<file path="src/rtl/blt_pkg.sv">
// package for the basic language tokenizer: modes, token kinds, error codes,
// character constants, keyword table and the idle-scan decode function
// no dependencies
`timescale 1ns / 1ps

package blt_pkg;

  localparam int KW_CHARS   = 8;
  localparam int KW_NUM     = 11;
  localparam int LEN_W      = 16;
  localparam int KIND_W     = 5;
  localparam int ERR_W      = 3;
  localparam int FIFO_DEPTH = 4;
  localparam int FIFO_AW    = $clog2(FIFO_DEPTH);

  typedef enum logic [3:0] {
    M_IDLE    = 4'd0,
    M_COMMENT = 4'd1,
    M_EQ      = 4'd2,
    M_LT      = 4'd3,
    M_GT      = 4'd4,
    M_BANG    = 4'd5,
    M_STRING  = 4'd6,
    M_INT     = 4'd7,
    M_DOT     = 4'd8,
    M_FRAC    = 4'd9,
    M_WORD    = 4'd10
  } mode_t;

  localparam logic [KIND_W-1:0] K_EOF      = 5'd0;
  localparam logic [KIND_W-1:0] K_NEWLINE  = 5'd1;
  localparam logic [KIND_W-1:0] K_NUMBER   = 5'd2;
  localparam logic [KIND_W-1:0] K_IDENT    = 5'd3;
  localparam logic [KIND_W-1:0] K_STRING   = 5'd4;
  localparam logic [KIND_W-1:0] K_KEYWORD0 = 5'd5;
  localparam logic [KIND_W-1:0] K_EQ       = 5'd16;
  localparam logic [KIND_W-1:0] K_PLUS     = 5'd17;
  localparam logic [KIND_W-1:0] K_MINUS    = 5'd18;
  localparam logic [KIND_W-1:0] K_STAR     = 5'd19;
  localparam logic [KIND_W-1:0] K_SLASH    = 5'd20;
  localparam logic [KIND_W-1:0] K_EQEQ     = 5'd21;
  localparam logic [KIND_W-1:0] K_NOTEQ    = 5'd22;
  localparam logic [KIND_W-1:0] K_LT       = 5'd23;
  localparam logic [KIND_W-1:0] K_LTEQ     = 5'd24;
  localparam logic [KIND_W-1:0] K_GT       = 5'd25;
  localparam logic [KIND_W-1:0] K_GTEQ     = 5'd26;

  localparam logic [ERR_W-1:0] E_OK      = 3'd0;
  localparam logic [ERR_W-1:0] E_BANG    = 3'd1;
  localparam logic [ERR_W-1:0] E_STRCHAR = 3'd2;
  localparam logic [ERR_W-1:0] E_NODIGIT = 3'd3;
  localparam logic [ERR_W-1:0] E_UNKNOWN = 3'd4;
  localparam logic [ERR_W-1:0] E_UNTERM  = 3'd5;

  localparam logic [7:0] CH_TAB    = 8'h09;
  localparam logic [7:0] CH_LF     = 8'h0A;
  localparam logic [7:0] CH_CR     = 8'h0D;
  localparam logic [7:0] CH_SPACE  = 8'h20;
  localparam logic [7:0] CH_BANG   = 8'h21;
  localparam logic [7:0] CH_QUOTE  = 8'h22;
  localparam logic [7:0] CH_HASH   = 8'h23;
  localparam logic [7:0] CH_PCT    = 8'h25;
  localparam logic [7:0] CH_STAR   = 8'h2A;
  localparam logic [7:0] CH_PLUS   = 8'h2B;
  localparam logic [7:0] CH_MINUS  = 8'h2D;
  localparam logic [7:0] CH_DOT    = 8'h2E;
  localparam logic [7:0] CH_SLASH  = 8'h2F;
  localparam logic [7:0] CH_LESS   = 8'h3C;
  localparam logic [7:0] CH_EQUAL  = 8'h3D;
  localparam logic [7:0] CH_GREAT  = 8'h3E;
  localparam logic [7:0] CH_BSLASH = 8'h5C;

  // last character of the word sits in the low byte
  localparam logic [8*KW_CHARS-1:0] KW_TEXT [KW_NUM] = '{
    64'("LABEL"), 64'("GOTO"), 64'("PRINT"), 64'("INPUT"), 64'("LET"),
    64'("IF"), 64'("THEN"), 64'("ENDIF"), 64'("WHILE"), 64'("REPEAT"),
    64'("ENDWHILE")
  };
  localparam logic [3:0] KW_LEN [KW_NUM] = '{
    4'd5, 4'd4, 4'd5, 4'd5, 4'd3, 4'd2, 4'd4, 4'd5, 4'd5, 4'd6, 4'd8
  };

  typedef struct packed {
    logic [KIND_W-1:0] tok_kind;
    logic [15:0]       tok_start;
    logic [LEN_W-1:0]  tok_length;
    logic [ERR_W-1:0]  error_code;
    logic              last_of_run;
  } result_t;

  typedef struct packed {
    mode_t             mode;
    logic              open;
    logic              emit;
    logic [KIND_W-1:0] kind;
    logic [ERR_W-1:0]  err;
  } idle_t;

  function automatic logic is_digit(input logic [7:0] c);
    return (c >= 8'h30) && (c <= 8'h39);
  endfunction

  function automatic logic is_alpha(input logic [7:0] c);
    return ((c >= 8'h61) && (c <= 8'h7A)) || ((c >= 8'h41) && (c <= 8'h5A));
  endfunction

  function automatic logic [KIND_W-1:0] keyword_kind(
    input logic [8*KW_CHARS-1:0] prefix,
    input logic [3:0]            count
  );
    logic [KIND_W-1:0] kind;
    kind = K_IDENT;
    for (int k = 0; k < KW_NUM; k++) begin
      if (count == KW_LEN[k] && prefix == KW_TEXT[k]) begin
        kind = K_KEYWORD0 + KIND_W'(k);
      end
    end
    return kind;
  endfunction

  // decode of one character seen with no token open
  function automatic idle_t scan_idle(input logic [7:0] c);
    idle_t r;
    r.mode = M_IDLE;
    r.open = 1'b0;
    r.emit = 1'b0;
    r.kind = K_EOF;
    r.err  = E_OK;
    unique case (c)
      CH_SPACE, CH_TAB, CH_CR: ;
      CH_HASH:  r.mode = M_COMMENT;
      CH_LF:    begin r.emit = 1'b1; r.kind = K_NEWLINE; end
      CH_PLUS:  begin r.emit = 1'b1; r.kind = K_PLUS; end
      CH_MINUS: begin r.emit = 1'b1; r.kind = K_MINUS; end
      CH_STAR:  begin r.emit = 1'b1; r.kind = K_STAR; end
      CH_SLASH: begin r.emit = 1'b1; r.kind = K_SLASH; end
      CH_EQUAL: begin r.mode = M_EQ; r.open = 1'b1; end
      CH_LESS:  begin r.mode = M_LT; r.open = 1'b1; end
      CH_GREAT: begin r.mode = M_GT; r.open = 1'b1; end
      CH_BANG:  begin r.mode = M_BANG; r.open = 1'b1; end
      CH_QUOTE: begin r.mode = M_STRING; r.open = 1'b1; end
      default: begin
        if (is_digit(c)) begin
          r.mode = M_INT;
          r.open = 1'b1;
        end else if (is_alpha(c)) begin
          r.mode = M_WORD;
          r.open = 1'b1;
        end else begin
          r.emit = 1'b1;
          r.err  = E_UNKNOWN;
        end
      end
    endcase
    return r;
  endfunction

endpackage

</file>
<file path="src/rtl/blt_char_if.sv">
// character channel: valid/ready handshake with one source byte or end marker
// no dependencies
`timescale 1ns / 1ps

interface blt_char_if;
  logic       valid;
  logic       ready;
  logic [7:0] ch;
  logic       end_of_input;

  modport source (output valid, output ch, output end_of_input, input ready);
  modport sink (input valid, input ch, input end_of_input, output ready);
endinterface

</file>
<file path="src/rtl/blt_token_if.sv">
// token channel: valid/ready handshake with one token or error result
// no dependencies
`timescale 1ns / 1ps

interface blt_token_if;
  logic        valid;
  logic        ready;
  logic [4:0]  tok_kind;
  logic [15:0] tok_start;
  logic [15:0] tok_length;
  logic [2:0]  error_code;
  logic        last_of_run;

  modport source (output valid, output tok_kind, output tok_start, output tok_length,
                  output error_code, output last_of_run, input ready);
  modport sink (input valid, input tok_kind, input tok_start, input tok_length,
                input error_code, input last_of_run, output ready);
endinterface

</file>
<file path="src/rtl/basic_language_tokenizer.sv">
// streaming tokenizer top level: scan state, per-character decode, result queue
// depends on blt_pkg, blt_char_if, blt_token_if
`timescale 1ns / 1ps

//  channel  | dir | payload                                              | transfer
//  ---------+-----+------------------------------------------------------+-----------------
//  chars    | in  | ch, end_of_input                                     | valid && ready
//  tokens   | out | tok_kind, tok_start, tok_length, error_code, last_of_run | valid && ready
//
//  one character is taken per cycle while chars.ready is high; its zero, one or two
//  tokens are written at that transfer into a four-entry result queue and offered from
//  the next cycle, one per cycle; chars.ready is high while at most two tokens wait, so
//  a stall on tokens stops input once three are queued
//  reset (rst, synchronous) empties the queue and sets the scanner idle at position 0

module basic_language_tokenizer
  import blt_pkg::*;
#(
  parameter int POS_WIDTH = 16
) (
  input  logic  clk,
  input  logic  rst,
  blt_char_if.sink    chars,
  blt_token_if.source tokens
);

  mode_t                   mode, mode_next;
  logic [POS_WIDTH-1:0]    char_position, char_position_next;
  logic [POS_WIDTH-1:0]    token_origin, token_origin_next;
  logic [8*KW_CHARS-1:0]   word_prefix, word_prefix_next;
  logic [3:0]              word_count, word_count_next;
  logic [LEN_W-1:0]        run_length, run_length_next;

  result_t                 fifo [FIFO_DEPTH];
  logic [FIFO_AW-1:0]      wr_ptr, rd_ptr;
  logic [FIFO_AW:0]        q_count;

  result_t                 res0, res1;
  logic [1:0]              n_res;
  logic                    in_xfer, out_xfer;
  idle_t                   ir;
  logic [LEN_W-1:0]        run_grown;

  assign in_xfer   = chars.valid && chars.ready;
  assign out_xfer  = tokens.valid && tokens.ready;
  assign chars.ready = (q_count <= (FIFO_AW+1)'(FIFO_DEPTH - 2));
  assign run_grown = (run_length == '1) ? run_length : run_length + LEN_W'(1);
  assign ir        = scan_idle(chars.ch);

  always_ff @(posedge clk) begin
    if (rst) begin
      mode          <= M_IDLE;
      char_position <= '0;
      token_origin  <= '0;
      word_prefix   <= '0;
      word_count    <= '0;
      run_length    <= '0;
    end else if (in_xfer) begin
      mode          <= mode_next;
      char_position <= char_position_next;
      token_origin  <= token_origin_next;
      word_prefix   <= word_prefix_next;
      word_count    <= word_count_next;
      run_length    <= run_length_next;
    end
  end

  always_comb begin
    logic    do_idle;
    result_t t;
    do_idle            = 1'b0;
    mode_next          = mode;
    char_position_next = char_position + POS_WIDTH'(1);
    token_origin_next  = token_origin;
    word_prefix_next   = word_prefix;
    word_count_next    = word_count;
    run_length_next    = run_length;
    n_res              = 2'd0;
    res0               = '0;
    res1               = '0;
    t                  = '0;
    t.tok_start        = 16'(token_origin);
    t.tok_length       = run_length;

    if (chars.end_of_input) begin
      mode_next          = M_IDLE;
      char_position_next = '0;
      n_res              = 2'd1;
      unique case (mode)
        M_EQ:     begin t.tok_kind = K_EQ; t.tok_length = LEN_W'(1); end
        M_LT:     begin t.tok_kind = K_LT; t.tok_length = LEN_W'(1); end
        M_GT:     begin t.tok_kind = K_GT; t.tok_length = LEN_W'(1); end
        M_INT, M_FRAC: t.tok_kind = K_NUMBER;
        M_WORD:   t.tok_kind = keyword_kind(word_prefix, word_count);
        M_BANG:   t.error_code = E_BANG;
        M_DOT:    t.error_code = E_NODIGIT;
        M_STRING: t.error_code = E_UNTERM;
        M_IDLE, M_COMMENT: n_res = 2'd0;
        default:  n_res = 2'd0;
      endcase
      res0 = t;
      if (mode != M_BANG && mode != M_DOT && mode != M_STRING) begin
        t            = '0;
        t.tok_kind   = K_EOF;
        t.tok_start  = 16'(char_position);
        if (n_res == 2'd0) res0 = t;
        else res1 = t;
        n_res = n_res + 2'd1;
      end
    end else begin
      unique case (mode)
        M_COMMENT: do_idle = (chars.ch == CH_LF);
        M_EQ, M_LT, M_GT: begin
          mode_next = M_IDLE;
          n_res     = 2'd1;
          if (chars.ch == CH_EQUAL) begin
            t.tok_kind   = (mode == M_EQ) ? K_EQEQ : ((mode == M_LT) ? K_LTEQ : K_GTEQ);
            t.tok_length = LEN_W'(2);
          end else begin
            t.tok_kind   = (mode == M_EQ) ? K_EQ : ((mode == M_LT) ? K_LT : K_GT);
            t.tok_length = LEN_W'(1);
            do_idle      = 1'b1;
          end
        end
        M_BANG: begin
          mode_next = M_IDLE;
          n_res     = 2'd1;
          if (chars.ch == CH_EQUAL) begin
            t.tok_kind   = K_NOTEQ;
            t.tok_length = LEN_W'(2);
          end else begin
            t.error_code = E_BANG;
          end
        end
        M_STRING: begin
          if (chars.ch == CH_QUOTE) begin
            mode_next    = M_IDLE;
            n_res        = 2'd1;
            t.tok_kind   = K_STRING;
            t.tok_length = run_grown;
          end else if (chars.ch == CH_LF || chars.ch == CH_CR || chars.ch == CH_TAB ||
                       chars.ch == CH_BSLASH || chars.ch == CH_PCT) begin
            mode_next    = M_IDLE;
            n_res        = 2'd1;
            t.error_code = E_STRCHAR;
          end else begin
            run_length_next = run_grown;
          end
        end
        M_INT, M_FRAC: begin
          if (is_digit(chars.ch)) begin
            run_length_next = run_grown;
          end else if (mode == M_INT && chars.ch == CH_DOT) begin
            run_length_next = run_grown;
            mode_next       = M_DOT;
          end else begin
            n_res      = 2'd1;
            t.tok_kind = K_NUMBER;
            do_idle    = 1'b1;
          end
        end
        M_DOT: begin
          if (is_digit(chars.ch)) begin
            run_length_next = run_grown;
            mode_next       = M_FRAC;
          end else begin
            mode_next    = M_IDLE;
            n_res        = 2'd1;
            t.error_code = E_NODIGIT;
          end
        end
        M_WORD: begin
          if (is_alpha(chars.ch) || is_digit(chars.ch)) begin
            run_length_next = run_grown;
            if (word_count < 4'(KW_CHARS)) begin
              word_prefix_next = {word_prefix[8*KW_CHARS-9:0], chars.ch};
              word_count_next  = word_count + 4'd1;
            end else begin
              word_count_next = 4'(KW_CHARS + 1);
            end
          end else begin
            n_res      = 2'd1;
            t.tok_kind = keyword_kind(word_prefix, word_count);
            do_idle    = 1'b1;
          end
        end
        M_IDLE:  do_idle = 1'b1;
        default: do_idle = 1'b1;
      endcase
      res0 = t;

      if (do_idle) begin
        mode_next = ir.mode;
        if (ir.open) begin
          token_origin_next = char_position;
          run_length_next   = LEN_W'(1);
        end
        if (ir.mode == M_WORD) begin
          word_prefix_next = {{(8*KW_CHARS-8){1'b0}}, chars.ch};
          word_count_next  = 4'd1;
        end
        if (ir.emit) begin
          t            = '0;
          t.tok_kind   = ir.kind;
          t.tok_start  = 16'(char_position);
          t.tok_length = LEN_W'(1);
          t.error_code = ir.err;
          if (n_res == 2'd0) res0 = t;
          else res1 = t;
          n_res = n_res + 2'd1;
        end
      end
    end

    if (n_res == 2'd1) res0.last_of_run = 1'b1;
    if (n_res == 2'd2) res1.last_of_run = 1'b1;
  end

  // result queue
  always_ff @(posedge clk) begin
    if (in_xfer && n_res != 2'd0) begin
      fifo[wr_ptr] <= res0;
    end
    if (in_xfer && n_res == 2'd2) begin
      fifo[wr_ptr + FIFO_AW'(1)] <= res1;
    end
  end

  always_ff @(posedge clk) begin
    if (rst) begin
      wr_ptr  <= '0;
      rd_ptr  <= '0;
      q_count <= '0;
    end else begin
      if (in_xfer) begin
        wr_ptr <= wr_ptr + FIFO_AW'(n_res);
      end
      if (out_xfer) begin
        rd_ptr <= rd_ptr + FIFO_AW'(1);
      end
      q_count <= q_count + (FIFO_AW+1)'(in_xfer ? n_res : 2'd0)
                         - (FIFO_AW+1)'(out_xfer);
    end
  end

  assign tokens.valid       = (q_count != '0);
  assign tokens.tok_kind    = fifo[rd_ptr].tok_kind;
  assign tokens.tok_start   = fifo[rd_ptr].tok_start;
  assign tokens.tok_length  = fifo[rd_ptr].tok_length;
  assign tokens.error_code  = fifo[rd_ptr].error_code;
  assign tokens.last_of_run = fifo[rd_ptr].last_of_run;

  a_queue_bound: assert property (@(posedge clk) disable iff (rst)
    q_count <= (FIFO_AW+1)'(FIFO_DEPTH))
    else $error("result queue over capacity");

  a_eof_rewind: assert property (@(posedge clk) disable iff (rst)
    (in_xfer && chars.end_of_input) |=> (char_position == '0 && mode == M_IDLE))
    else $error("end marker did not rewind scanner");

  a_pos_step: assert property (@(posedge clk) disable iff (rst)
    (in_xfer && !chars.end_of_input) |=>
      (char_position == $past(char_position) + POS_WIDTH'(1)))
    else $error("position did not advance");

  a_word_count: assert property (@(posedge clk) disable iff (rst)
    word_count <= 4'(KW_CHARS + 1))
    else $error("word count out of range");

endmodule
</file>
<file path="src/flat_wrapper.sv">
// flat-port wrapper written by rule: the top's interface ports become plain ports
module basic_language_tokenizer_flat import blt_pkg::*;
#(
  parameter int POS_WIDTH = 16
)
  (clk, rst, chars_valid, chars_ch, chars_end_of_input, chars_ready, tokens_valid, tokens_tok_kind, tokens_tok_start, tokens_tok_length, tokens_error_code, tokens_last_of_run, tokens_ready);
  blt_char_if chars_i ();
  blt_token_if tokens_i ();
  input  logic clk;
  input  logic rst;
  input wire logic [$bits(chars_i.valid)-1:0] chars_valid;
  input wire logic [$bits(chars_i.ch)-1:0] chars_ch;
  input wire logic [$bits(chars_i.end_of_input)-1:0] chars_end_of_input;
  output wire logic [$bits(chars_i.ready)-1:0] chars_ready;
  output wire logic [$bits(tokens_i.valid)-1:0] tokens_valid;
  output wire logic [$bits(tokens_i.tok_kind)-1:0] tokens_tok_kind;
  output wire logic [$bits(tokens_i.tok_start)-1:0] tokens_tok_start;
  output wire logic [$bits(tokens_i.tok_length)-1:0] tokens_tok_length;
  output wire logic [$bits(tokens_i.error_code)-1:0] tokens_error_code;
  output wire logic [$bits(tokens_i.last_of_run)-1:0] tokens_last_of_run;
  input wire logic [$bits(tokens_i.ready)-1:0] tokens_ready;
  assign chars_i.valid = chars_valid;
  assign chars_i.ch = chars_ch;
  assign chars_i.end_of_input = chars_end_of_input;
  assign chars_ready = chars_i.ready;
  assign tokens_valid = tokens_i.valid;
  assign tokens_tok_kind = tokens_i.tok_kind;
  assign tokens_tok_start = tokens_i.tok_start;
  assign tokens_tok_length = tokens_i.tok_length;
  assign tokens_error_code = tokens_i.error_code;
  assign tokens_last_of_run = tokens_i.last_of_run;
  assign tokens_i.ready = tokens_ready;
  basic_language_tokenizer #(.POS_WIDTH(POS_WIDTH)) u_core (.clk(clk), .rst(rst), .chars(chars_i), .tokens(tokens_i));
endmodule
</file>
<file path="config.mk">
export PLATFORM = sky130hd
export DESIGN_NAME = basic_language_tokenizer_flat
export DESIGN_NICKNAME = d
export VERILOG_FILES = /design/src/rtl/blt_pkg.sv /design/src/rtl/blt_char_if.sv /design/src/rtl/blt_token_if.sv /design/src/rtl/basic_language_tokenizer.sv /design/src/flat_wrapper.sv
export SDC_FILE = /design/constraint.sdc
export NUM_CORES = 1
export LEC_CHECK = 0
export BUFFER_PORTS_ARGS = -buffer_cell sky130_fd_sc_hd__buf_2
export CAP_MARGIN = 20
export CELL_PAD_IN_SITES_DETAIL_PLACEMENT = 1
export CELL_PAD_IN_SITES_GLOBAL_PLACEMENT = 2
export CORE_ASPECT_RATIO = 0.5
export CORE_UTILIZATION = 43
export DETAILED_ROUTE_END_ITERATION = 10
export PLACE_DENSITY_LB_ADDON = 0.1
export SLEW_MARGIN = 20
export SYNTH_ARGS = -nofsm -noshare
export SYNTH_HDL_FRONTEND = slang
export SYNTH_SLANG_ARGS = --single-unit
</file>
<file path="constraint.sdc">
create_clock -name clk -period 14 [get_ports clk]
set_input_delay 2.1 -clock clk [delete_from_list [all_inputs] [get_ports clk]]
set_output_delay 2.1 -clock clk [all_outputs]
set_load 0.005 [all_outputs]
</file>
# ---- Yosys cells after proc, flatten, opt, wreduce, memory -nomap -nowiden
# Memory sizes are Yosys's and may differ from the RTL's. A register that Yosys moved wholly into a read port is not among the register bits.
# Cells that the tools add are included.
dict set report word_totals {
  mem_bits_rw 164
  out_inout_bits 43
  n_memories 1
  elab_cells 244
  ff_bits 127
}
dict set report op_classes {
  eq_ne 54
  bitwise_logic 1
  muxes 115
  n_reduce_logical 46
  addsub 10
  n_lt_le_gt_ge 8
}
# memory words width read_ports rd_clocked_by_memory_dff wr line
set memory_table {}
lappend memory_table {u_core.fifo 4 41 1 1 2 basic_language_tokenizer.sv:34} ;# result_t fifo [FIFO_DEPTH];
# cell n
set op_table {}
lappend op_table {{two-way mux 41 bit} 11}
lappend op_table {{== test 64 x 39 -> 1 bit (second input constant)} 5}
lappend op_table {{two-way mux 64 bit} 5}
lappend op_table {{two-way mux 16 bit} 13}
lappend op_table {{== test 64 x 31 -> 1 bit (second input constant)} 2}
lappend op_table {{== test 8 x 6 -> 1 bit (second input constant)} 13}
lappend op_table {{two-way mux 4 bit} 21}
lappend op_table {{case mux 5 bit (5 select lines)} 3}
lappend op_table {{== test 64 x 15 -> 1 bit (second input constant)} 1}
lappend op_table {{== test 64 x 23 -> 1 bit (second input constant)} 1}
lappend op_table {{== test 64 x 47 -> 1 bit (second input constant)} 1}
lappend op_table {{== test 64 x 63 -> 1 bit (second input constant)} 1}
lappend op_table {{case mux 16 bit (4 select lines)} 1}
lappend op_table {{case mux 16 bit (3 select lines)} 1}
lappend op_table {{two-way mux 5 bit} 8}
lappend op_table {{two-way mux 36 bit} 1}
lappend op_table {{two-way mux 2 bit} 17}
lappend op_table {{adder 16 x 1 -> 16 bit (second input constant)} 2}
lappend op_table {{== test 4 x 3 -> 1 bit (second input constant)} 7}
lappend op_table {{case mux 4 bit (7 select lines)} 1}
lappend op_table {{OR reduction 9 bit} 3}
lappend op_table {{== test 8 x 4 -> 1 bit (second input constant)} 3}
lappend op_table {{logical AND 1 bit} 21}
lappend op_table {{two-way mux 3 bit} 7}
lappend op_table {{43 further kinds} 85}

# ---- Depth between registers and ports, before layout
dict set report depth {
  ltp_word 20
  ltp_mapped 18
}

# ---- Worst setup path before layout
# OpenSTA, ideal clock, no wires.
dict set report synth_path {
  kind {input to register}
  from {in chars_ch[6]}
  to {mem u_core.fifo[2][0] in the netlist's numbering (enable)}
  path_stages 12
  setup_time_ps 418
  setup_slack_ps 8136
  arrival_ps 5445
  path_buffers 2
  path_cell_list {nand4bb_4 or4_1 and4_4 buf_6 nor4_4 inv_2 ha_1 a311oi_1 a211oi_2 o211ai_2 clkbuf_1 nand2_1}
}
# element line
set synth_lines {}
lappend synth_lines {{start: declaration} flat_wrapper.sv:12} ;# input wire logic [$bits(chars_i.ch)-1:0] chars_ch;
lappend synth_lines {{end: declaration} basic_language_tokenizer.sv:34}

==> impl_metrics.sql <==
INSERT INTO impl_metrics (metric_group, metric, value, unit) VALUES
('power', 'p_switching', '591', 'uW'),
('clock_tree', 'cts_repair_resize_count', '0', ''),
('sta', 'rsz_0062_raised_after_global_routing', 'false', ''),
('critical_path', 'worst_path_max_delay_cell', 'sky130_fd_sc_hd__o22ai_2', ''),
('grt', 'first_global_vias', '13400', ''),
('power', 'irDropWorstVdd', '153', 'uV'),
('synth', 'synth_simple_gate_area_share', '22.0', '%'),
('die', 'die_w', '266', 'um'),
('synth', 'synth-adder-area-share', '1.14', '%'),
('placed_design', 'portBuffers', '55', ''),
('power', 'power_frac_clock', '40.4', '%'),
('sta', 'timing.final.crit_period', '6430', 'ps'),
('finish', 'layout-drive-gt1-share', '13.0', '%'),
('clock_tree', 'tritoncts.num_buffers', '29', ''),
('sta', 'timing.final.crit_share', '45.9', '%'),
('grt', 'grt_remaining_overflow', '0', ''),
('detailed_routing', 'route.detailed.wl_per_inst', '23.5', 'um'),
('power', 'static_power_due_to_leakage', '5.72', 'nW'),
('power', 'p_int', '1.55', 'mW'),
('finish', 'post-route-cell-area', '0.0166', 'mm2'),
('critical_path', 'path_class', 'input port to flop', ''),
('outcome', 'status', 'completed', ''),
('synth', 'syn_area', '0.0150', 'mm2'),
('critical_path', 'crit-reg2reg-launch', 'u_core.mode[3]', ''),
('sta', 'relSlewSlack', '26.6', '%'),
('detailed_routing', 'drt_drc_violations_left', '0', ''),
('power', 'seq_power_share', '43.0', '%'),
('clock_tree', 'cts_max_level', '1', ''),
('finish', 'final_core_util', '49.5', '%'),
('clock_tree', 'clkLatencyLatePin', '590', 'ps'),
('sta', 'worst_hold_slack', '458', 'ps'),
('sta', 'worstMarginPinSlew', '1100', 'ps'),
('critical_path', 'crit_fanout', '27', ''),
('flow_run', 'max-cap-violations', '0', ''),
('die', 'die_area', '0.0356', 'mm2'),
('sta', 'final-setup-viol-count', '0', ''),
('synth', 'synthMuxAreaShare', '7.60', '%'),
('synth', 'count_of_flip_flops_with_a_built_in_enable_after_synthesis', '92', ''),
('sta', 'timing.final.hold_violations', '0', ''),
('finish', 'layout_common_cells', 'sky130_fd_sc_hd__dfxtp_1, sky130_fd_sc_hd__nand2_1, sky130_fd_sc_hd__a21oi_1, sky130_fd_sc_hd__o21ai_0, sky130_fd_sc_hd__nand3_1', ''),
('critical_path', 'critPathRequiredTime', '14440', 'ps'),
('power', 'pwr-share-comb', '16.6', '%'),
('synth', 'count_of_distinct_cell_types_in_the_synthesized_netlist', '88', ''),
('critical_path', 'critical_path.n_buffers_inverters', '2', ''),
('critical_path', 'start_kind', 'input port', ''),
('power', 'total_power', '2.15', 'mW'),
('critical_path', 'critPathLaunch', 'chars_ch[4]', ''),
('synth', 'ys_dominant_reg_cell', 'sky130_fd_sc_hd__dfxtp_1', ''),
('synth', 'count_of_state_elements_after_synthesis', '293', ''),
('critical_path', 'cp_cell_sequence', 'buf_2 > nor4b_2 > nand2_1 > o211a_1 > a21oi_1 > inv_1 > ha_1 > nand2_1 > a21oi_1 > a211oi_4 > nand3_2 > o22ai_2 > a22o_1', ''),
('grt', 'overall_track_demand_over_capacity_in_global_routing', '27.8', '%'),
('synth', 'synthesis.instances', '1615', ''),
('clock_tree', 'ctsLongestPathBuffers', '3', ''),
('die', 'floorplan.core_area', '0.0336', 'mm2'),
('clock_tree', 'clock_tree.root_cell', 'sky130_fd_sc_hd__clkbuf_16', ''),
('grt', 'antenna_violations_before_repair', '2', ''),
('critical_path', 'worst_path_largest_cell_delay', '960', 'ps'),
('detailed_routing', 'dr.first_iter.drc_count', '1063', ''),
('detailed_routing', 'via_count', '13100', ''),
('die', 'design.portCount', '56', ''),
('sta', 'final_layout_setup_total_negative_slack', '0', 'ps'),
('placed_design', 'detailedPlacementHpwl', '33600', 'um'),
('hold_path', 'worst_hold_path_type', 'flop to flop', ''),
('clock_tree', 'cts_tree', 'yes', ''),
('synth', 'synth-warning-count', '0', ''),
('synth', 'synthesis.nets', '1641', ''),
('die', 'placement_rows', '47', ''),
('detailed_routing', 'drt_wl_total', '49100', 'um'),
('clock_tree', 'clk_pin_slew_worst_paths', '60', 'ps'),
('critical_path', 'critPathArrivalTime', '6870', 'ps'),
('finish', 'final-instance-count-excl-fill', '2086', '');
[per-layer routing]
layer / GRT usage [%] / wire (um)
met1: 37.2 / 22200
met3: 3.38 / 2070
met4: 6.51 / 1060
met2: 48.0 / 23800
met5: 0 / 0
[power by group through the flow]
stage          combinational, mW  clock [mW]  sequential [mW]
2_1_floorplan              0.241           0            0.933
3_3_place_gp               0.348           0            0.941
3_5_place_dp               0.360           0            0.942
4_1_cts                    0.362       0.885            0.923
5_1_grt                    0.390       0.916            0.925
6_report                   0.356       0.866            0.923
[cells in the mapped netlist, drive strengths merged (18+ instances only)]
master	count	area [um2]
a31oi	23	150
clkbuf	100	375
nand2	190	713
and3	24	150
buf	31	156
nor2	100	375
a21oi	130	651
mux2i	18	180
a22o	65	569
o22ai	30	235
mux4	41	923
nor3	33	165
dfxtp	201	4020
nand3	119	613
edfxtp	92	2760
o21ai	127	643
nand4	32	215
inv	21	78.8
[path summary, 6_finish.rpt]
check	endpoint	slack, ps	depth (start not counted)
min	u_core.word_prefix[59]	460	2
max	u_core.fifo[1][28]	7570	13
min reg2reg	u_core.word_prefix[59]	460	2
max reg2reg	u_core.fifo[1][28]	8650	12
[worst register-to-register path, delay by kind of cell (launching register included)]
| kind | cells | cell delay, ps |
|---|---|---|
| DFF | 1 | 840 |
| and+or+nand+nor | 4 | 1520 |
| AOI/OAI and AO/OA | 6 | 2480 |
| buffers and inverters | 1 | 120 |
| adders and majority gates | 1 | 260 |
[layout make-up]
class | count | area, um2
clock inverter | 15 | 243
clock buffer | 38 | 790
tap | 465 | 582
multi-input combinational | 1170 | 7630
antenna | 2 | 5.00
sequential | 293 | 6790
timing repair buffer | 82 | 517
inverter | 21 | 78.8
fill | 3859 | 17000
[registers in the layout, summed over array words and instances, names as in the netlist, named ones only]
signal and cells:
u_core.word_prefix 64, u_core.char_position 16, u_core.mode 4, u_core.token_origin 16, u_core.run_length 16, u_core.wr_ptr 2
u_core.rd_ptr 2, u_core.fifo 164, u_core.q_count 3, u_core.word_count 4
[cells by family after synthesis]
logic type	Yosys count
flip-flops	293
adder cells (fa/ha/maj)	13
multiplexers	62
XOR/XNOR	6
AO/OA/AOI/OAI	452
AND/OR/NAND/NOR	637
buffers and inverters	152
(Power assumes the default switching activity.)
